### src/rtl/fqmh_pkg.sv
// Shared constants, payload types, controller types and helpers for the promote FIFO.
package fqmh_pkg;

  localparam int DEPTH  = 16;
  localparam int PTR_W  = $clog2(DEPTH);
  localparam int CNT_W  = $clog2(DEPTH + 1);
  localparam int DATA_W = 32;
  localparam int OP_W   = 3;
  localparam int ST_W   = 2;

  // Operation codes
  localparam logic [OP_W-1:0] OP_ENQ     = 3'd0;
  localparam logic [OP_W-1:0] OP_DEQ     = 3'd1;
  localparam logic [OP_W-1:0] OP_PEEK    = 3'd2;
  localparam logic [OP_W-1:0] OP_SIZE    = 3'd3;
  localparam logic [OP_W-1:0] OP_PROMOTE = 3'd4;

  // Status codes
  localparam logic [ST_W-1:0] ST_OK     = 2'd0;
  localparam logic [ST_W-1:0] ST_EMPTY  = 2'd1;
  localparam logic [ST_W-1:0] ST_FULL   = 2'd2;
  localparam logic [ST_W-1:0] ST_ATHEAD = 2'd3;

  typedef struct packed {
    logic [OP_W-1:0]          opcode;
    logic signed [DATA_W-1:0] value;
  } fqmh_in_t;

  typedef struct packed {
    logic signed [DATA_W-1:0] head_value;
    logic [CNT_W-1:0]         entry_count;
    logic [ST_W-1:0]          status;
  } fqmh_out_t;

  typedef enum logic [3:0] {
    S_IDLE,
    S_EXEC,
    S_SCAN,
    S_SCAN_END,
    S_CHECK,
    S_SHIFT,
    S_SHIFT_END,
    S_PUT_MAX,
    S_HEAD_RD,
    S_LOAD
  } fqmh_state_t;

  // Controller to datapath
  typedef struct packed {
    logic latch;       // capture the input item
    logic exec;        // apply enqueue / dequeue and set status
    logic scan_rd;     // read next position of the maximum scan
    logic set_athead;  // maximum already at head
    logic shift_init;  // start the shift just below the maximum
    logic shift_rd;    // read next position of the shift
    logic put_max;     // write the maximum to the head slot
    logic load_out;    // load the result register
  } fqmh_cmd_t;

  // Datapath to controller
  typedef struct packed {
    logic promote_go;  // promote on a non-empty queue
    logic scan_last;   // scan reads the last occupied position
    logic best_zero;   // maximum sits at the head
    logic shift_last;  // shift reads position zero
    logic out_busy;    // result register still waits to be taken
  } fqmh_stat_t;

  // Physical slot of logical position pos counted from head
  function automatic logic [PTR_W-1:0] slot_of(input logic [PTR_W-1:0] head,
                                               input logic [PTR_W-1:0] pos);
    logic [PTR_W:0] sum;
    sum = {1'b0, head} + {1'b0, pos};
    if (sum >= (PTR_W+1)'(DEPTH)) begin
      sum = sum - (PTR_W+1)'(DEPTH);
    end
    return sum[PTR_W-1:0];
  endfunction

endpackage

### src/rtl/fifo_queue_move_max_to_head.sv
// Bounded FIFO of signed words with a promote operation that moves the
// latest largest entry to the head. One item is taken at a time: enqueue,
// dequeue, peek, size and unused codes pass through the execute, head-read
// and load steps. Promote on a non-empty queue first scans the entries with
// a one-entry-per-cycle scan of the single-read-port slot memory; unless the
// maximum already sits at the head, a one-entry-per-cycle shift then moves
// the entries ahead of it down by one and the maximum is written to the head
// slot. The next item can be accepted in the cycle after the result is
// loaded. The result sits in an output register, so the next item is
// accepted while the previous result waits; a result still waiting stalls
// the following one in its load step.
module fifo_queue_move_max_to_head import fqmh_pkg::*; (
  input  logic      clk,
  input  logic      rst,
  input  logic      in_valid,
  output logic      in_ready,
  input  fqmh_in_t  in_data,
  output logic      out_valid,
  input  logic      out_ready,
  output fqmh_out_t out_data
);

  fqmh_cmd_t  cmd;
  fqmh_stat_t stat;

  fqmh_ctrl u_ctrl (
    .clk      (clk),
    .rst      (rst),
    .in_valid (in_valid),
    .in_ready (in_ready),
    .stat     (stat),
    .cmd      (cmd)
  );

  fqmh_dp u_dp (
    .clk       (clk),
    .rst       (rst),
    .in_data   (in_data),
    .cmd       (cmd),
    .stat      (stat),
    .out_valid (out_valid),
    .out_ready (out_ready),
    .out_data  (out_data)
  );

endmodule

### src/rtl/fqmh_ram.sv
// Generic single-write, single-read RAM with registered read data.
module fqmh_ram #(
  parameter int WIDTH = 32,
  parameter int DEPTH = 16
) (
  input  logic                     clk,
  input  logic                     we,
  input  logic [$clog2(DEPTH)-1:0] waddr,
  input  logic [WIDTH-1:0]         wdata,
  input  logic [$clog2(DEPTH)-1:0] raddr,
  output logic [WIDTH-1:0]         rdata
);

  logic [WIDTH-1:0] mem [DEPTH];

  // Write and registered read
  always_ff @(posedge clk) begin
    if (we) begin
      mem[waddr] <= wdata;
    end
    rdata <= mem[raddr];
  end

endmodule

### src/rtl/fqmh_ctrl.sv
// Sequencing state machine for the promote FIFO.
module fqmh_ctrl import fqmh_pkg::*; (
  input  logic       clk,
  input  logic       rst,
  input  logic       in_valid,
  output logic       in_ready,
  input  fqmh_stat_t stat,
  output fqmh_cmd_t  cmd
);

  fqmh_state_t state, state_next;

  // State register
  always_ff @(posedge clk) begin
    if (rst) begin
      state <= S_IDLE;
    end else begin
      state <= state_next;
    end
  end

  // Next state and commands
  always_comb begin
    state_next = state;
    cmd        = '0;
    in_ready   = 1'b0;
    case (state)
      S_IDLE: begin
        in_ready = 1'b1;
        if (in_valid) begin
          cmd.latch  = 1'b1;
          state_next = S_EXEC;
        end
      end
      S_EXEC: begin
        cmd.exec   = 1'b1;
        state_next = stat.promote_go ? S_SCAN : S_HEAD_RD;
      end
      S_SCAN: begin
        cmd.scan_rd = 1'b1;
        if (stat.scan_last) begin
          state_next = S_SCAN_END;
        end
      end
      S_SCAN_END: begin
        state_next = S_CHECK;
      end
      S_CHECK: begin
        if (stat.best_zero) begin
          cmd.set_athead = 1'b1;
          state_next     = S_HEAD_RD;
        end else begin
          cmd.shift_init = 1'b1;
          state_next     = S_SHIFT;
        end
      end
      S_SHIFT: begin
        cmd.shift_rd = 1'b1;
        if (stat.shift_last) begin
          state_next = S_SHIFT_END;
        end
      end
      S_SHIFT_END: begin
        state_next = S_PUT_MAX;
      end
      S_PUT_MAX: begin
        cmd.put_max = 1'b1;
        state_next  = S_HEAD_RD;
      end
      S_HEAD_RD: begin
        state_next = S_LOAD;
      end
      S_LOAD: begin
        if (!stat.out_busy) begin
          cmd.load_out = 1'b1;
          state_next   = S_IDLE;
        end
      end
      default: begin
        state_next = S_IDLE;
      end
    endcase
  end

endmodule

### src/rtl/fqmh_dp.sv
// Datapath: pointers, scan and shift registers, slot memory and result register.
module fqmh_dp import fqmh_pkg::*; (
  input  logic       clk,
  input  logic       rst,
  input  fqmh_in_t   in_data,
  input  fqmh_cmd_t  cmd,
  output fqmh_stat_t stat,
  output logic       out_valid,
  input  logic       out_ready,
  output fqmh_out_t  out_data
);

  logic [OP_W-1:0]          op;
  logic [DATA_W-1:0]        val;
  logic [PTR_W-1:0]         head_ptr;
  logic [CNT_W-1:0]         occupancy;
  logic [ST_W-1:0]          status;
  logic [PTR_W-1:0]         pos;
  logic                     cmp_vld;
  logic                     cmp_first;
  logic [PTR_W-1:0]         cmp_pos;
  logic                     shf_vld;
  logic [PTR_W-1:0]         shf_pos;
  logic [PTR_W-1:0]         best;
  logic signed [DATA_W-1:0] bval;

  logic                     we;
  logic [PTR_W-1:0]         waddr;
  logic [DATA_W-1:0]        wdata;
  logic [PTR_W-1:0]         raddr;
  logic [DATA_W-1:0]        rdata;
  logic                     is_empty;
  logic                     is_full;

  assign is_empty = (occupancy == '0);
  assign is_full  = (occupancy == CNT_W'(DEPTH));

  // Status toward the controller
  assign stat.promote_go = (op == OP_PROMOTE) && !is_empty;
  assign stat.scan_last  = (CNT_W'(pos) + 1'b1 == occupancy);
  assign stat.best_zero  = (best == '0);
  assign stat.shift_last = (pos == '0);
  assign stat.out_busy   = out_valid && !out_ready;

  // Select memory write and read
  always_comb begin
    we    = 1'b0;
    waddr = head_ptr;
    wdata = val;
    raddr = head_ptr;
    if (cmd.exec && op == OP_ENQ && !is_full) begin
      we    = 1'b1;
      waddr = slot_of(head_ptr, occupancy[PTR_W-1:0]);
    end else if (shf_vld) begin
      we    = 1'b1;
      waddr = slot_of(head_ptr, shf_pos + 1'b1);
      wdata = rdata;
    end else if (cmd.put_max) begin
      we    = 1'b1;
      wdata = bval;
    end
    if (cmd.scan_rd || cmd.shift_rd) begin
      raddr = slot_of(head_ptr, pos);
    end
  end

  fqmh_ram #(
    .WIDTH (DATA_W),
    .DEPTH (DEPTH)
  ) u_slots (
    .clk   (clk),
    .we    (we),
    .waddr (waddr),
    .wdata (wdata),
    .raddr (raddr),
    .rdata (rdata)
  );

  // Queue pointers and occupancy
  always_ff @(posedge clk) begin
    if (rst) begin
      head_ptr  <= '0;
      occupancy <= '0;
    end else if (cmd.exec) begin
      case (op)
        OP_ENQ: begin
          if (!is_full) begin
            occupancy <= occupancy + 1'b1;
          end
        end
        OP_DEQ: begin
          if (!is_empty) begin
            occupancy <= occupancy - 1'b1;
            head_ptr  <= (occupancy == CNT_W'(1)) ? '0 : slot_of(head_ptr, PTR_W'(1));
          end
        end
        default: begin
        end
      endcase
    end
  end

  // Hold the item and the status of the current operation
  always_ff @(posedge clk) begin
    if (cmd.latch) begin
      op  <= in_data.opcode;
      val <= in_data.value;
    end
    if (cmd.exec) begin
      case (op)
        OP_ENQ:     status <= is_full  ? ST_FULL  : ST_OK;
        OP_DEQ:     status <= is_empty ? ST_EMPTY : ST_OK;
        OP_PEEK:    status <= is_empty ? ST_EMPTY : ST_OK;
        OP_PROMOTE: status <= is_empty ? ST_EMPTY : ST_OK;
        default:    status <= ST_OK;
      endcase
    end else if (cmd.set_athead) begin
      status <= ST_ATHEAD;
    end
  end

  // Advance the scan and shift position
  always_ff @(posedge clk) begin
    if (cmd.exec) begin
      pos <= '0;
    end else if (cmd.scan_rd) begin
      pos <= pos + 1'b1;
    end else if (cmd.shift_init) begin
      pos <= best - 1'b1;
    end else if (cmd.shift_rd) begin
      pos <= pos - 1'b1;
    end
  end

  // Track read data returning from the memory
  always_ff @(posedge clk) begin
    if (rst) begin
      cmp_vld <= 1'b0;
      shf_vld <= 1'b0;
    end else begin
      cmp_vld <= cmd.scan_rd;
      shf_vld <= cmd.shift_rd;
    end
    cmp_first <= (pos == '0);
    cmp_pos   <= pos;
    shf_pos   <= pos;
  end

  // Keep the latest largest value; ties go to the later entry
  always_ff @(posedge clk) begin
    if (cmp_vld && (cmp_first || $signed(rdata) >= bval)) begin
      bval <= $signed(rdata);
      best <= cmp_pos;
    end
  end

  // Result register
  always_ff @(posedge clk) begin
    if (rst) begin
      out_valid <= 1'b0;
    end else if (cmd.load_out) begin
      out_valid <= 1'b1;
    end else if (out_ready) begin
      out_valid <= 1'b0;
    end
  end

  always_ff @(posedge clk) begin
    if (cmd.load_out) begin
      out_data.head_value  <= is_empty ? '0 : $signed(rdata);
      out_data.entry_count <= occupancy;
      out_data.status      <= status;
    end
  end

endmodule

### config.mk
export PLATFORM = sky130hd
export DESIGN_NAME = fifo_queue_move_max_to_head
export DESIGN_NICKNAME = d
export VERILOG_FILES = /design/src/rtl/fqmh_pkg.sv /design/src/rtl/fifo_queue_move_max_to_head.sv /design/src/rtl/fqmh_ram.sv /design/src/rtl/fqmh_ctrl.sv /design/src/rtl/fqmh_dp.sv
export SDC_FILE = /design/constraint.sdc
export NUM_CORES = 1
export LEC_CHECK = 0
export ABC_CLOCK_PERIOD_IN_PS = 9700
export BUFFER_PORTS_ARGS = -buffer_cell sky130_fd_sc_hd__clkbuf_2
export CELL_PAD_IN_SITES_DETAIL_PLACEMENT = 0
export CELL_PAD_IN_SITES_GLOBAL_PLACEMENT = 2
export CORE_ASPECT_RATIO = 1.5
export CORE_UTILIZATION = 48
export DETAILED_ROUTE_END_ITERATION = 12
export PLACE_DENSITY = 0.92
export SLEW_MARGIN = 0
export SYNTH_ARGS = -nofsm -noshare
export SYNTH_HDL_FRONTEND = slang
export SYNTH_SLANG_ARGS = --single-unit
### constraint.sdc
create_clock -name clk -period 9.7 [get_ports clk]
set_clock_uncertainty 0.15 [all_clocks]
set_input_delay 0.485 -clock clk [delete_from_list [all_inputs] [get_ports clk]]
set_output_delay 0.485 -clock clk [all_outputs]
set_load 0.1 [all_outputs]
==> results.yml, run 1 <==
synth:
  syn_inst: 1981
  syn_area_per_cell_um2: 13.8
  ys_ff_latch: 681
  ys_seq_area_share_pct: 72.6
  synth_cell_types: 60
  synth_nets: 2072
  async_reset_ff_share_pct: 0
  dominantRegCellSynth: "edfxtp_1"
  synth_edf_count: 624
  yosys_warnings: 0
  syn_area_um2: 27400
clock_network:
  cts_root_buf: "clkbuf_16"
  clock-sinks: 681
  cts_tree: "done"
  cts.htree.levels: 2
  cts_buffer_depth: 3
  worstSkewPairLatency_ns: 0.62
  clk_pin_slew_ns: 0.07
  cts_buffers: 59
  cts_setup_buffers: 0
drt:
  routed_via_density: 5.95
  first_pass_iters: 6
  drc_errors: 0
  antenna_left: 0
  drtIter0Drc: 1620
  vias: 17200
  wl_per_cell_um: 23.7
  wl_um: 68600
placed_design:
  port-buffer-count: 79
  dp_hpwl_um: 37400
  gp_congestion: 0.801
pwr:
  p_leak_uw: 0.0102
  ir_drop_mv: 0.131
  power.density_nw_per_um2: 192
timing:
  finalCritPeriodShare_pct: 48.5
  rsz0062_at_grt: "false"
  slew_violations: 0
  tightest_slew_ns: 1.28
  hold_ws_ns: 0.0695
  setup_violations: 0
  finalHoldViolCount: 0
  fmax_ghz: 0.213
  slew_headroom_pct: 13.9
  fin_crit_ns: 4.70
  setup_tns_ns: 0
final_layout:
  diodes: 0
  final_common_cell: "edfxtp_1"
  regArea_um2: 19900
  nets: 2180
  nFillCells: 4501
  area_growth_pct: 14.3
  final_cell_mix: "624 x edfxtp_1, 324 x nand2_1, 280 x a21oi_1"
  drive_gt1_share_pct: 13.0
  multi_input_area_um2: 7010
floorplanning:
  num_rows: 106
  dieHeight_um: 295
  coreArea_um2: 56100
  initial_core_util_pct: 48.8
  design.die.area_um2: 58100
  die_x_um: 197
  io-pin-count: 80
grt:
  grt_pass1_vias: 17300
  grt_pass1_wl_um: 103000
  gr-total-overflow: 0
  grt_antenna_before_repair: 0
  grt_max_degree: 158
  grt.total_usage_pct: 23.7
worst_setup_path:
  crit_type: "flip-flop to flip-flop"
  cp-startpoint: "u_dp.bval[19]"
  arrival_ns: 4.80
  end_kind: "flip-flop"
  crit_path_max_fanout: 25
  r2r-start: "u_dp.bval[19]"
  start_kind: "flip-flop"
  required_ns: 9.80
job:
  cap_viol_max_count: 0
min_path:
  holdCritPathClass: "input pin to flip-flop"
  hp-start: "in_valid"
run_status:
  status: "completed"
flip-flops by register name, summed over array words and instances, names as in the netlist:
| name | flops |
|---|---|
| u_dp.cmp_vld | 1 |
| u_ctrl.state | 4 |
| u_dp.out_data | 39 |
| u_dp.u_slots.rdata | 32 |
| u_dp.bval | 32 |
| u_dp.op | 3 |
| u_dp.u_slots.mem | 512 |
| u_dp.cmp_first | 1 |
| u_dp.shf_vld | 1 |
| u_dp.best | 4 |
| u_dp.pos | 4 |
| u_dp.status | 2 |
| u_dp.occupancy | 5 |
| u_dp.cmp_pos | 4 |
| u_dp.head_ptr | 4 |
| u_dp.out_valid | 1 |
| u_dp.val | 32 |
stage by stage:
step | instances | power [µW] | setup slack (ns) | util, % | instance area [µm²]
2_1_floorplan | 1981 | 3470 | 4.73 | - | 27400
3_3_place_gp | 2749 | 3540 | 4.94 | 51.5 | 28900
3_5_place_dp | 2749 | 3550 | 4.93 | 51.5 | 28900
4_1_cts | 2895 | 6070 | 4.90 | 55.8 | 31300
5_1_grt | 2895 | 6180 | 4.74 | 55.8 | 31300
6_report | 2895 | 6030 | 5.00 | 55.8 | 31300
worst max-delay path, stage by stage (launching register included):
cell       delay (ns)
edfxtp_1         0.36
inv_1            0.05
ha_1             0.31
nand4_1          0.29
nor4_1           1.15
nor3b_1          0.49
a2111oi_0        0.20
a311oi_4         0.81
buf_4            0.50
layout make-up:
type                       instances  share of cell area [%]
inverter                          52                   0.623
clock buffer                      70                    5.04
multi-input combinational       1122                    22.4
tap                              756                    3.02
clock inverter                    41                    1.69
sequential                       681                    63.5
timing repair buffer             173                    3.79
kinds of logic (layout without fill, tap and decap cells):
group | Yosys count | after routing | share of synthesized area, %
flip-flops | 681 | 681 | 72.6
XOR/XNOR | 26 | 26 | 0.831
adder cells (fa/ha/maj) | 52 | 52 | 2.46
AO/OA/AOI/OAI | 509 | 509 | 11.5
AND/OR/NAND/NOR | 495 | 495 | 8.21
multiplexers | 40 | 40 | 1.47
buffers and inverters | 178 | 336 | 2.93
metal layers:
metal	wire length, µm	GRT usage, %	up-vias
met2	35200	42.2	676
met4	2710	9.78	0
li1	-	-	7741
met5	0	0	-
met1	26300	29.2	8666
met3	4400	2.55	148
where the power goes:
group	total, µW	switching [µW]	leakage [µW]	internal, µW
Combinational	225	166	0.00308	59.0
Clock	2530	1070	0.00103	1460
Sequential	3270	19.6	0.00611	3250
synthesized netlist by cell type, drive strengths merged (3+ instances only):
master,number,area (µm²)
inv,52,195
o22ai,4,25.0
edfxtp,624,18700
ha,49,613
nor2,39,146
buf,58,353
nor2b,34,213
and2,3,18.8
nor4b,3,26.3
nor3,6,30.0
fa,3,60.1
xor2,11,96.3
dfxtp,57,1140
nor3b,3,22.5
a221oi,130,1140
mux2i,38,380
or4,33,248
a2111oi,3,26.3
a211oi,7,52.6
o211ai,3,22.5
nand4,14,87.6
a22oi,4,30.0
a21o,5,37.5
or4b,3,33.8
nand3,12,60.1
o21ai,56,280
a21oi,282,1420
or3,5,31.3
nor4,5,31.3
nand2,325,1220
xnor2,15,131
clkbuf,68,255
path summary, 6_finish.rpt:
kind / to / slack [ns] / cells past startpoint
hold reg to reg: u_dp.out_data[1] / 0.28 / 0
setup / recovery: u_dp.bval[0] / 5.00 / 8
setup reg to reg: u_dp.bval[0] / 5.00 / 8
hold / removal: u_ctrl.state[0] / 0.07 / 3
timing repair:
action | 4_1_cts | 5_1_grt
gates resized for setup | 0 | 0
hold buffers | 35 | 0
hold endpoints to repair | 35 | 0
Note: power is estimated with default switching activity, not from simulation.
==> inputs of run 2 (changes only) <==
ABC_AREA = 1   (was unset)
ABC_CLOCK_PERIOD_IN_PS = 3950   (was 9700)
CORE_UTILIZATION = 38   (was 48)
PLACE_DENSITY = 0.84   (was 0.92)
clock period = 3.95 ns   (was 9.7 ns; I/O delays follow)
==> run 2 against run 1 <==
Against the previous run: synthesized cell count up 41%; hold slack better by 0.049 ns; setup slack worse by 4.4 ns; combinational power rose to 22 times the previous value; highest routed layer unchanged.
==> results.yml, run 2 <==
synth:
  synth_top_cell_by_area: "edfxtp_1"
  synth.most_common_cell: "nand2_1"
  synth_area_leaders: "edfxtp_1 64%, nand2_1 11%, nand3_1 6.5%"
  synth_nets: 2885
  syn_area_um2: 29400
  async_reset_ff_share_pct: 0
  dominantRegCellSynth: "edfxtp_1"
  syn_area_per_cell_um2: 10.5
  syn_inst: 2794
  synth_cell_types: 42
  synth_top_cell_area_share_pct: 63.7
  synth_common_cells: "826 x nand2_1, 624 x edfxtp_1, 417 x inv_1"
  synth_edf_count: 624
  ys_seq_area_share_pct: 67.6
  yosys_warnings: 0
  ys_ff_latch: 681
worst_setup_path:
  required_ns: 4.08
  end_kind: "flip-flop"
  crit_type: "flip-flop to flip-flop"
  start_kind: "flip-flop"
  crit_path_max_fanout: 36
  arrival_ns: 3.51
timing:
  slew_violations: 0
  slew_headroom_pct: 22.6
  setup_violations: 0
  fmax_ghz: 0.296
  setup_slack_ns: 0.573
  finalHoldViolCount: 0
  finalCritPeriodShare_pct: 85.5
  setup_tns_ns: 0
  fin_crit_ns: 3.38
  tightest_slew_ns: 1.16
  rsz0062_at_grt: "false"
pwr:
  p_seq_share_pct: 45.7
  p_comb_share_pct: 24.4
  clkPwrFrac_pct: 29.9
  internal-power_uw: 13700
  p_leak_uw: 0.0139
  power_switching_uw: 6610
  switching_share_pct: 32.6
  power.density_nw_per_um2: 598
  p_total_uw: 20300
  ir_drop_mv: 0.361
floorplanning:
  coreArea_um2: 76500
  dieHeight_um: 343
  initial_core_util_pct: 38.5
  die_x_um: 229
  num_rows: 124
  io-pin-count: 80
  design.die.area_um2: 78600
placed_design:
  pre_cts_slack_ns: 0.615
  place_area_um2: 31500
  port-buffer-count: 79
  dp_hpwl_um: 46800
  gp_congestion: 0.866
drt:
  drtIter0Drc: 1360
  drc_errors: 0
  first_pass_iters: 6
  routed_via_density: 4.86
  vias: 19400
  wl_per_cell_um: 18.6
  wl_um: 74400
  antenna_left: 0
grt:
  gr-total-overflow: 0
  grt_pass1_wl_um: 115000
  grt_pass1_vias: 19600
  grt.total_usage_pct: 19.1
  grt_antenna_before_repair: 0
  grt_max_degree: 100
clock_network:
  clock-sinks: 681
  cts-resized-gates: 0
  worstSkewPairLatency_ns: 0.65
  cts_tree: "done"
  cts_buffer_depth: 3
  cts_buffers: 60
  cts_setup_buffers: 0
  cts.htree.levels: 2
  cts_root_buf: "clkbuf_16"
  clk_pin_slew_ns: 0.07
final_layout:
  final_common_cell: "nand2_1"
  nets: 3026
  diodes: 0
  final_cell_mix: "826 x nand2_1, 624 x edfxtp_1, 416 x inv_1"
  drive_gt1_share_pct: 9.81
  area_growth_pct: 15.3
  final_cell_area_um2: 33900
  largest_reg_flops: 512
  regMostFlops: "u_dp.u_slots.mem"
  top_regs: "u_dp.u_slots.mem (512), u_dp.out_data (39)"
min_path:
  holdCritPathClass: "input pin to flip-flop"
job:
  cap_viol_max_count: 0
run_status:
  status: "completed"
==> run 2: logic make-up (layout without fill, tap and decap cells) <==
group,count (synthesis),in the layout,share of synthesized area (%)
AO/OA/AOI/OAI,167,167,3.30
adder cells (fa/ha/maj),52,52,2.29
AND/OR/NAND/NOR,1327,1327,18.9
flip-flops,681,681,67.6
XOR/XNOR,17,17,0.506
buffers and inverters,550,742,7.50
==> run 2: final cells by class <==
cell class	instances	area, µm²
well taps	1008	1260
clock buffers	81	1620
clock inverters	32	409
flip-flops and latches	681	19900
fillers	6974	42600
repair buffers	205	1610
inverters	424	1590
multi-input cells	1563	7560
==> run 2: final timing paths <==
check        slack [ns]  cells after the start                to              startpoint
max reg2reg        0.57                     10      u_dp.bval[2]  u_dp.u_slots.rdata[31]
max                0.57                     10      u_dp.bval[2]  u_dp.u_slots.rdata[31]
min                0.12                      2      u_dp.val[28]             in_data[28]
min reg2reg        0.28                      0  u_dp.out_data[0]          u_dp.status[0]
==> run 2: per-stage QoR <==
step	cells	utilization (%)	hold slack, ns
after global routing	3994	44.4	0.108
after global placement	3842	41.2	0.228
after CTS	3994	44.4	0.0932
final	3994	44.4	0.119
after floorplan	2794	-	0.146
after detailed placement	3842	41.2	0.226
==> run 2: metal layers <==
| layer | vias up | part of all wire (%) | track usage (%) |
|---|---|---|---|
| li1 | 9501 | - | - |
| met1 | 9404 | 42 | 23.4 |
| met2 | 411 | 52 | 34.4 |
| met3 | 113 | 3.5 | 2.40 |
| met4 | 0 | 3.2 | 6.71 |
| met5 | - | 0 | 0 |
==> run 2: repair_timing <==
item | in CTS | in global routing
endpoints found under the setup margin | 0 | 0
hold buffers | 39 | 0
endpoints found under the hold margin | 47 | 0
==> run 2: worst max-delay path, stage by stage, from the launching register on <==
cell	delay (ns)
dfxtp_1	0.38
ha_1	0.35
nand2_1	0.08
nor2_1	0.13
nand2_1	0.08
nor3b_1	0.65
a31oi_1	0.39
nand2_1	0.16
nor2_1	0.07
nor2_4	0.07
buf_4	0.44
==> run 2: power groups by stage <==
stage	clock [µW]	combinational [µW]	sequential (µW)
after floorplan	0	3150	9320
after global placement	0	4900	9410
after detailed placement	0	4970	9420
after CTS	6200	5030	9270
after global routing	6440	5550	9320
final	6070	4950	9270
